**config.mk**
```make
export PLATFORM = sky130hd
export DESIGN_NAME = depth_aware_blur_pixel
export DESIGN_NICKNAME = d
export VERILOG_FILES = /design/src/design/dabp_pkg.sv /design/src/design/depth_aware_blur_pixel.sv
export SDC_FILE = /design/constraint.sdc
export NUM_CORES = 2
export LEC_CHECK = 0
export BUFFER_PORTS_ARGS = -buffer_cell sky130_fd_sc_hd__clkbuf_2
export CAP_MARGIN = 10
export CORE_MARGIN = 2
export CORE_UTILIZATION = 65
export CTS_CLUSTER_SIZE = 28
export DETAILED_ROUTE_END_ITERATION = 10
export GPL_ROUTABILITY_DRIVEN = 0
export PLACE_DENSITY_LB_ADDON = 0.1
export SLEW_MARGIN = 20
export SYNTH_ARGS = -nofsm -noshare
export SYNTH_HDL_FRONTEND = slang
export SYNTH_SLANG_ARGS = --single-unit
```
**constraint.sdc**
```tcl
create_clock -name clk_i -period 18.35 [get_ports clk_i]
set_input_delay 3.67 -clock clk_i [delete_from_list [all_inputs] [get_ports clk_i]]
set_output_delay 3.67 -clock clk_i [all_outputs]
set_load 0.02 [all_outputs]
```
**src/design/dabp_pkg.sv**
```systemverilog
// package for the depth aware blur pixel block: request and result structs,
// configuration register indexes, path codes and fixed-point constants
// no dependencies
`timescale 1ns / 1ps

package dabp_pkg;

  localparam int unsigned PixelW  = 32;
  localparam int unsigned CfgIdxW = 2;
  localparam int unsigned CfgW    = 8;
  localparam int unsigned WinCount = 9;
  localparam int unsigned ChanCount = 3;

  // sum widths: eight depths, nine channel bytes
  localparam int unsigned DsumW = 11;
  localparam int unsigned CsumW = 12;
  localparam int unsigned CntW  = 4;
  localparam int unsigned NumW  = 15;

  localparam logic [7:0]  DofFull     = 8'd127;
  localparam logic [7:0]  DefaultTol  = 8'd10;
  localparam logic [7:0]  AlphaOpaque = 8'hFF;
  // floor(x / 9) = (x * 7282) >> 16 for x below 2296
  localparam logic [12:0] RecipNine   = 13'd7282;
  localparam int unsigned RecipNineSh = 16;
  // floor(x / 127) = (x * 33027) >> 22 for x below 32386
  localparam logic [15:0] Recip127    = 16'd33027;
  localparam int unsigned Recip127Sh  = 22;

  typedef enum logic [CfgIdxW-1:0] {
    CFG_BLUR_ENABLE = 2'd0,
    CFG_DEPTH_TOL   = 2'd1
  } cfg_idx_e;

  typedef enum logic [1:0] {
    PATH_EMPTY  = 2'd0,
    PATH_BLEND  = 2'd1,
    PATH_SHARP  = 2'd2,
    PATH_BYPASS = 2'd3
  } path_e;

  typedef struct packed {
    logic [PixelW-1:0] center_pixel;
    logic [PixelW-1:0] near_right;
    logic [PixelW-1:0] near_left;
    logic [PixelW-1:0] near_below;
    logic [PixelW-1:0] near_above;
    logic [PixelW-1:0] far_below_right;
    logic [PixelW-1:0] far_below_left;
    logic [PixelW-1:0] far_above_right;
    logic [PixelW-1:0] far_above_left;
  } req_t;

  typedef struct packed {
    logic [PixelW-1:0] out_pixel;
    logic [1:0]        path_taken;
  } res_t;

endpackage

```
**src/design/depth_aware_blur_pixel.sv**
```systemverilog
// depth aware 3x3 blur for one pixel window, four register stages
// depends on dabp_pkg
//
//  channel | direction | handshake             | payload
//  --------+-----------+-----------------------+-------------------------
//  request | in        | in_valid_i/in_ready_o | in_data_i (req_t)
//  result  | out       | out_valid_o/out_ready_i | out_data_o (res_t)
//  config  | in        | cfg_we_i              | cfg_idx_i, cfg_data_i
//
// one request per cycle while the output is not stalled
// stage 1 sums depths and channels, stage 2 divides by nine and tests the
// depth window, stage 3 forms the blend numerator, stage 4 divides by 127
// a stall at the output backs up only through stages that hold a request
// reset clears the valid bits, blur_enable to 0 and depth_tolerance to 10
`timescale 1ns / 1ps

module depth_aware_blur_pixel (
  input  logic                          clk_i,
  input  logic                          rst_ni,
  input  logic                          cfg_we_i,
  input  logic [dabp_pkg::CfgIdxW-1:0]  cfg_idx_i,
  input  logic [dabp_pkg::CfgW-1:0]     cfg_data_i,
  input  logic                          in_valid_i,
  output logic                          in_ready_o,
  input  dabp_pkg::req_t                in_data_i,
  output logic                          out_valid_o,
  input  logic                          out_ready_i,
  output dabp_pkg::res_t                out_data_o
);
  import dabp_pkg::*;

  typedef struct packed {
    logic [PixelW-1:0]                  center;
    logic [DsumW-1:0]                   dsum;
    logic [CntW-1:0]                    cnt;
    logic [ChanCount-1:0][CsumW-1:0]    csum;
    path_e                              path;
  } s1_t;

  typedef struct packed {
    logic [PixelW-1:0]                  center;
    logic [ChanCount-1:0][7:0]          mean;
    logic [6:0]                         w;
    path_e                              path;
  } s2_t;

  typedef struct packed {
    logic [PixelW-1:0]                  center;
    logic [ChanCount-1:0][NumW-1:0]     num;
    path_e                              path;
  } s3_t;

  logic       blur_en_q;
  logic [7:0] tol_q;

  logic v1_q, v2_q, v3_q, vo_q;
  logic rdy1, rdy2, rdy3, rdyo;
  s1_t  s1_d, s1_q;
  s2_t  s2_d, s2_q;
  s3_t  s3_d, s3_q;
  res_t out_d, out_q;

  // configuration registers
  always_ff @(posedge clk_i or negedge rst_ni) begin
    if (!rst_ni) begin
      blur_en_q <= 1'b0;
      tol_q     <= DefaultTol;
    end else if (cfg_we_i) begin
      unique case (cfg_idx_i)
        CFG_BLUR_ENABLE: blur_en_q <= cfg_data_i[0];
        CFG_DEPTH_TOL:   tol_q     <= cfg_data_i;
        default: ;
      endcase
    end
  end

  // a stage takes new data when it is empty or its contents move on
  assign rdyo       = !vo_q || out_ready_i;
  assign rdy3       = !v3_q || rdyo;
  assign rdy2       = !v2_q || rdy3;
  assign rdy1       = !v1_q || rdy2;
  assign in_ready_o = rdy1;

  // stage 1: neighbour count, depth sum, channel sums
  always_comb begin
    logic [WinCount-1:0][PixelW-1:0] win;
    logic                            any;
    win = {in_data_i.far_above_left, in_data_i.far_above_right,
           in_data_i.far_below_left, in_data_i.far_below_right,
           in_data_i.near_above, in_data_i.near_below,
           in_data_i.near_left, in_data_i.near_right,
           in_data_i.center_pixel};
    any       = 1'b0;
    s1_d.dsum = '0;
    s1_d.cnt  = '0;
    s1_d.csum = '0;
    for (int i = 0; i < WinCount; i++) begin
      any = any || (win[i] != '0);
      if (i > 0) begin
        s1_d.dsum = s1_d.dsum + DsumW'(win[i][31:24]);
        s1_d.cnt  = s1_d.cnt + CntW'(win[i] != '0);
      end
      for (int k = 0; k < ChanCount; k++) begin
        s1_d.csum[k] = s1_d.csum[k] + CsumW'(win[i][8*k +: 8]);
      end
    end
    s1_d.center = in_data_i.center_pixel;
    if (!blur_en_q) begin
      s1_d.path = PATH_BYPASS;
    end else if (!any) begin
      s1_d.path = PATH_EMPTY;
    end else begin
      s1_d.path = PATH_BLEND;
    end
  end

  // stage 2: means by nine, depth window test without a divider:
  // d - tol <= floor(dsum / n) <= d + tol  <=>  (d-tol)*n <= dsum < (d+tol+1)*n
  always_comb begin
    logic [7:0]  depth;
    logic [7:0]  lo;
    logic [11:0] lo_prod;
    logic [8:0]  hi;
    logic [12:0] hi_prod;
    logic        lo_ok, hi_ok;
    logic [24:0] mprod;
    depth   = s1_q.center[31:24];
    lo      = (depth > tol_q) ? (depth - tol_q) : 8'd0;
    lo_prod = 12'(lo) * 12'(s1_q.cnt);
    hi      = 9'(depth) + 9'(tol_q) + 9'd1;
    hi_prod = 13'(hi) * 13'(s1_q.cnt);
    lo_ok   = (12'(s1_q.dsum) >= lo_prod);
    hi_ok   = (s1_q.cnt == '0) || (13'(s1_q.dsum) < hi_prod);
    for (int k = 0; k < ChanCount; k++) begin
      mprod        = 25'(s1_q.csum[k]) * 25'(RecipNine);
      s2_d.mean[k] = mprod[RecipNineSh +: 8];
    end
    s2_d.w      = (depth < DofFull) ? 7'(DofFull - depth) : 7'd0;
    s2_d.center = s1_q.center;
    s2_d.path   = s1_q.path;
    if (s1_q.path == PATH_BLEND && !(lo_ok && hi_ok)) begin
      s2_d.path = PATH_SHARP;
    end
  end

  // stage 3: blend numerator w*c + (127-w)*mean
  always_comb begin
    logic [6:0] wc;
    wc = 7'(DofFull) - s2_q.w;
    for (int k = 0; k < ChanCount; k++) begin
      s3_d.num[k] = NumW'(s2_q.w) * NumW'(s2_q.center[8*k +: 8])
                  + NumW'(wc) * NumW'(s2_q.mean[k]);
    end
    s3_d.center = s2_q.center;
    s3_d.path   = s2_q.path;
  end

  // stage 4: divide by 127 and assemble the result word
  always_comb begin
    logic [30:0]               dprod;
    logic [ChanCount-1:0][7:0] blend;
    for (int k = 0; k < ChanCount; k++) begin
      dprod    = 31'(s3_q.num[k]) * 31'(Recip127);
      blend[k] = dprod[Recip127Sh +: 8];
    end
    out_d.path_taken = s3_q.path;
    case (s3_q.path)
      PATH_EMPTY:  out_d.out_pixel = '0;
      PATH_BLEND:  out_d.out_pixel = {AlphaOpaque, blend};
      PATH_SHARP:  out_d.out_pixel = {AlphaOpaque, s3_q.center[23:0]};
      default:     out_d.out_pixel = s3_q.center;
    endcase
  end

  always_ff @(posedge clk_i or negedge rst_ni) begin
    if (!rst_ni) begin
      v1_q <= 1'b0;
      v2_q <= 1'b0;
      v3_q <= 1'b0;
      vo_q <= 1'b0;
    end else begin
      if (rdy1) v1_q <= in_valid_i;
      if (rdy2) v2_q <= v1_q;
      if (rdy3) v3_q <= v2_q;
      if (rdyo) vo_q <= v3_q;
    end
  end

  always_ff @(posedge clk_i) begin
    if (rdy1 && in_valid_i) s1_q <= s1_d;
    if (rdy2 && v1_q)       s2_q <= s2_d;
    if (rdy3 && v2_q)       s3_q <= s3_d;
    if (rdyo && v3_q)       out_q <= out_d;
  end

  assign out_valid_o = vo_q;
  assign out_data_o  = out_q;

endmodule

```
Yosys cells after proc, flatten, opt, wreduce, memory -nomap -nowiden
Cells that the tools add are included.
{ "word_totals": {"reg_bits": 276, "inputBits": 303, "output_inout_bits": 36, "elab_cells": 135} }
{ "classes": {"n_addsub": 46, "n_mul": 14, "magnitude_cmp": 4, "n_eq_ne": 4, "n_mux": 3, "reduce_logical": 38} }
{ "op_table": {"columns": ["op", "count"], "rows": [
  ["$reduce_bool A32 Y1", 9],
  ["$add A12 B8 Y12", 12],
  ["$pmux W32 S3", 1],
  ["$mul A15 B16 Y30 const B", 3],
  ["$mul A7 B8 Y15", 6],
  ["$mul A12 B12 Y23 const B", 3],
  ["$add A15 B15 Y15", 3],
  ["$add A8 B8 Y9", 5],
  ["$add A10 B8 Y11", 4],
  ["$add A11 B8 Y11", 4],
  ["$add A9 B8 Y10", 4],
  ["$add A11 B8 Y12", 3],
  ["$add A4 B1 Y4", 4],
  ["$sub A7 B7 Y7 const A", 2],
  ["$logic_or A1 B1 Y1", 13],
  ["$lt A11 B13 Y1", 1],
  ["$mul A9 B4 Y13", 1],
  ["$ge A11 B12 Y1", 1],
  ["$mul A8 B4 Y12", 1],
  ["$add A9 B1 Y9 const B", 1],
  ["$gt A8 B8 Y1", 1],
  ["$lt A8 B7 Y1 const B", 1],
  ["$mux W8", 1],
  ["$sub A8 B8 Y8", 1],
  ["11 further kinds", 24]
]} }

Longest topological paths before layout
{ "depth": {"ltp_word": 10, "depth_mapped": 31, "mapped_depth_nobuf": 31} }

Least setup slack after synthesis
No wires, ideal clock.
{ "synth_path": {"path_kind": "input -> output", "start": "input port out_ready_i", "end": "output port in_ready_o", "arrival_ns": 4.172, "required_time_ns": 14.680, "setup_slack_ns": 10.508, "stages": 2, "n_path_buf": 0, "cell_sequence": "nor2b_1 > nand4_1"} }
{ "synth_via": {"elab_chain_cells": 4} }
{ "synth_rtl": {"columns": ["item", "line", "rtl"], "rows": [
  ["start, declared", "depth_aware_blur_pixel.sv:27", "input logic out_ready_i,"],
  ["$logic_or A1 B1 Y1", "depth_aware_blur_pixel.sv:78", "assign rdyo = !vo_q || out_ready_i;"],
  ["$logic_or A1 B1 Y1", "depth_aware_blur_pixel.sv:79", "assign rdy3 = !v3_q || rdyo;"],
  ["$logic_or A1 B1 Y1", "depth_aware_blur_pixel.sv:80", "assign rdy2 = !v2_q || rdy3;"],
  ["$logic_or A1 B1 Y1", "depth_aware_blur_pixel.sv:81", "assign rdy1 = !v1_q || rdy2;"],
  ["end, declared", "depth_aware_blur_pixel.sv:24", "output logic in_ready_o,"]
]} }
No other way between the ends.

Worst setup path after layout
Ends and elaborated chain as after synthesis.

==> qor.csv <==
metric,value,unit
nFillCells,4668,
cts_setup_buffers,0,
grt_max_degree,69,
synth_top_area_share,29.3,%
synthTopCellsByArea,"fa_1 29%, ha_1 24%, edfxtp_1 19%",
hold_buffers,0,
clk_pin_slew,0.06,ns
crit_type,input pin to output port,
ys_types,72,
clock-root-buffer,clkbuf_16,
synth_flop_cell,edfxtp_1,
io_pins,339,
coreArea,62700,µm²
critPathBufInv,2,
grt_setup_unrepaired,no,
numPortBuffers,338,
crit_path_start_kind,input pin,
die_x,255,µm
multi_input_area,29800,µm²
route.detailed.drc,0,
whs,0.421,ns
max_freq,122,MHz
whs_path_depth,0,
crit_path_end_kind,output port,
grt_remaining_overflow,0,
hold_violations,0,
cpMostUsedCell,clkbuf_2,
track_usage,33.1,%
clockBufferDepth,3,
cts_tree,yes,
drive_gt1_share,10.9,%
die_h,255,µm
antenna_found_initial,13,
top_layer_used,met5,
syn-cell-area,41000,µm²
drt_first_iter_violations,1710,
yosysSeqAreaShare,20.1,%
finalMaxSlewViolations,0,
h-tree-depth,1,
cts-buffers-inserted,31,
rrSetupSlack,11.35,ns
finalClockSkew,0.0296,ns
post-route-period-util,44.5,%
wl_met1,39600,µm
async_flop_share,4.71,%
regArea,8230,µm²
worst_r2r_path_depth,31,
synth-edff-count,263,
dr_wl_met3,6470,µm
fin_nets,5776,
crit_cells,4,
clk_latency,0.62,ns
met2RoutedLength,47700,µm
ant_nets,0,
setup_violations,0,
cp_max_fo,5,
slew-limit-headroom,26.8,%
status,"complete, no violations",
drv_cap,0,
netlist_instances,3761,
dpl-instance-area,43700,µm²
clock_sinks,276,
drt_pass1_iterations,5,
drt-vias-per-instance,5.69,
cp_top_family,simple AND/OR/NAND/NOR gates,
yosys_warnings,0,
postSynthAreaPerCell,10.9,µm²
cts_resized,0,
tightest_slew,1.09,ns
wirelength,102000,µm
start_util,65.4,%
stdcell_area,44800,µm²
dr_total_vias,28300,
routedWlPerCell,20.6,µm
period_needed,8.17,ns
area_growth,9.17,%
ys_ff_latch,276,
crit_required,14.68,ns
cp_cell_sequence,clkbuf_2 -> nor2b_1 -> nand4_1 -> clkbuf_2,
cpPeakStageDelay,0.34,ns
synth_top_area_cell,fa_1,
dieArea,65100,µm²
row_count,92,
finalSetupTns,0,ns
grt_pass1_wl,162000,µm
slowest_stage,nor2b_1,
dp_hpwl,86800,µm
grt_pass1_vias,29900,
hold_class,flip-flop to flip-flop,
critical_path_arrival,4.50,ns
sequential cells by signal, summed over array words and instances (netlist names):
name         count
blur_en_q        1
out_d            2
out_data_o      34
out_valid_o      1
s1_q            85
s2_q            65
s3_q            77
tol_q            8
v1_q             1
v2_q             1
v3_q             1
worst register-to-register path: cells and delay by family, from the launching register on:
kind / cells / cell delay (ns)
compound gates: 14 / 2.89
xor+xnor: 1 / 0.09
fa+ha+maj: 6 / 2.18
buf+inv: 4 / 0.27
flops: 1 / 0.46
simple gates: 6 / 0.82
synthesized netlist by cell type (34+ instances only):
cell,number
nand2b_1,78
xor2_1,44
edfxtp_1,263
a21oi_1,102
nor2b_1,124
nand2_1,143
nand3_1,40
nor3_1,34
xnor2_1,107
fa_1,601
ha_1,774
and2_1,110
a21o_1,44
nor4_1,77
inv_1,773
o21ai_0,57
nor2_1,85
clkbuf_1,48
kinds of logic after synthesis:
group           share of synthesized area (%)
simple gates                             10.4
fa+ha+maj                                52.9
mux                                     0.326
compound gates                           5.46
other cells                           0.00914
buf+inv                                  7.54
xor+xnor                                 3.22
flops                                    20.1
metal layers:
layer / up-vias / global-route usage (%)
met3: 360 / 6.36
met4: 6 / 22.7
met5: - / 0.677
met2: 1003 / 54.2
li1: 13100 / -
met1: 13800 / 39.9
cells in the final DEF, fill, tap and decap left out, types with 7 or more instances in the layout:
cell type	n
inv_1	773
buf_4	12
a31oi_1	13
nor4_1	72
clkbuf_16	31
fa_1	601
clkbuf_2	338
a21o_1	44
diode_2	7
o21a_1	16
and3_1	24
a21oi_1	102
nand3_1	40
dfrtp_1	11
and2_1	107
xnor2_1	107
a22o_1	23
or2_2	14
edfxtp_1	263
nor2_1	85
nand2_1	143
o21bai_1	18
or3_1	8
nor3_1	34
xor2_1	44
nand4_1	26
nor2b_1	122
mux2_2	11
o21ai_0	57
nand2b_1	78
a211oi_1	8
ha_1	774
layout make-up:
class | instances | share of cell area [%]
clock buffer | 36 | 1.77
clock inverter | 21 | 0.503
timing repair buffer | 352 | 4.01
sequential | 276 | 18.4
tap | 846 | 2.36
antenna | 7 | 0.0391
multi-input combinational | 2663 | 66.4
inverter | 774 | 6.49
metrics by stage:
| stage | setup WS (ns) | util (%) | std cells |
|---|---|---|---|
| finish | 10.18 | 71.4 | 4975 |
| global route | 10.06 | 71.4 | 4973 |
| CTS | 10.18 | 71.3 | 4966 |
| detailed placement | 10.18 | 69.6 | 4909 |
| global placement | 10.24 | 69.6 | 4909 |
| floorplan | 10.51 | - | 3763 |
worst paths after layout:
path                                     from                     to
max reg2reg                s1_q[77]$_DFFE_PP_  s2_q[0]$_SDFFCE_PP0P_
min reg2reg                s2_q[57]$_DFFE_PP_     s3_q[71]$_DFFE_PP_
max in group asynchronous              rst_ni   tol_q[3]$_DFFE_PN1P_
min                        s2_q[57]$_DFFE_PP_     s3_q[71]$_DFFE_PP_
min in group asynchronous              rst_ni   tol_q[6]$_DFFE_PN0P_
max                               out_ready_i             in_ready_o
Power is left out: the tool's default activity adds up to more than one toggle a clock period on the data nets, which glitch-free logic cannot reach.
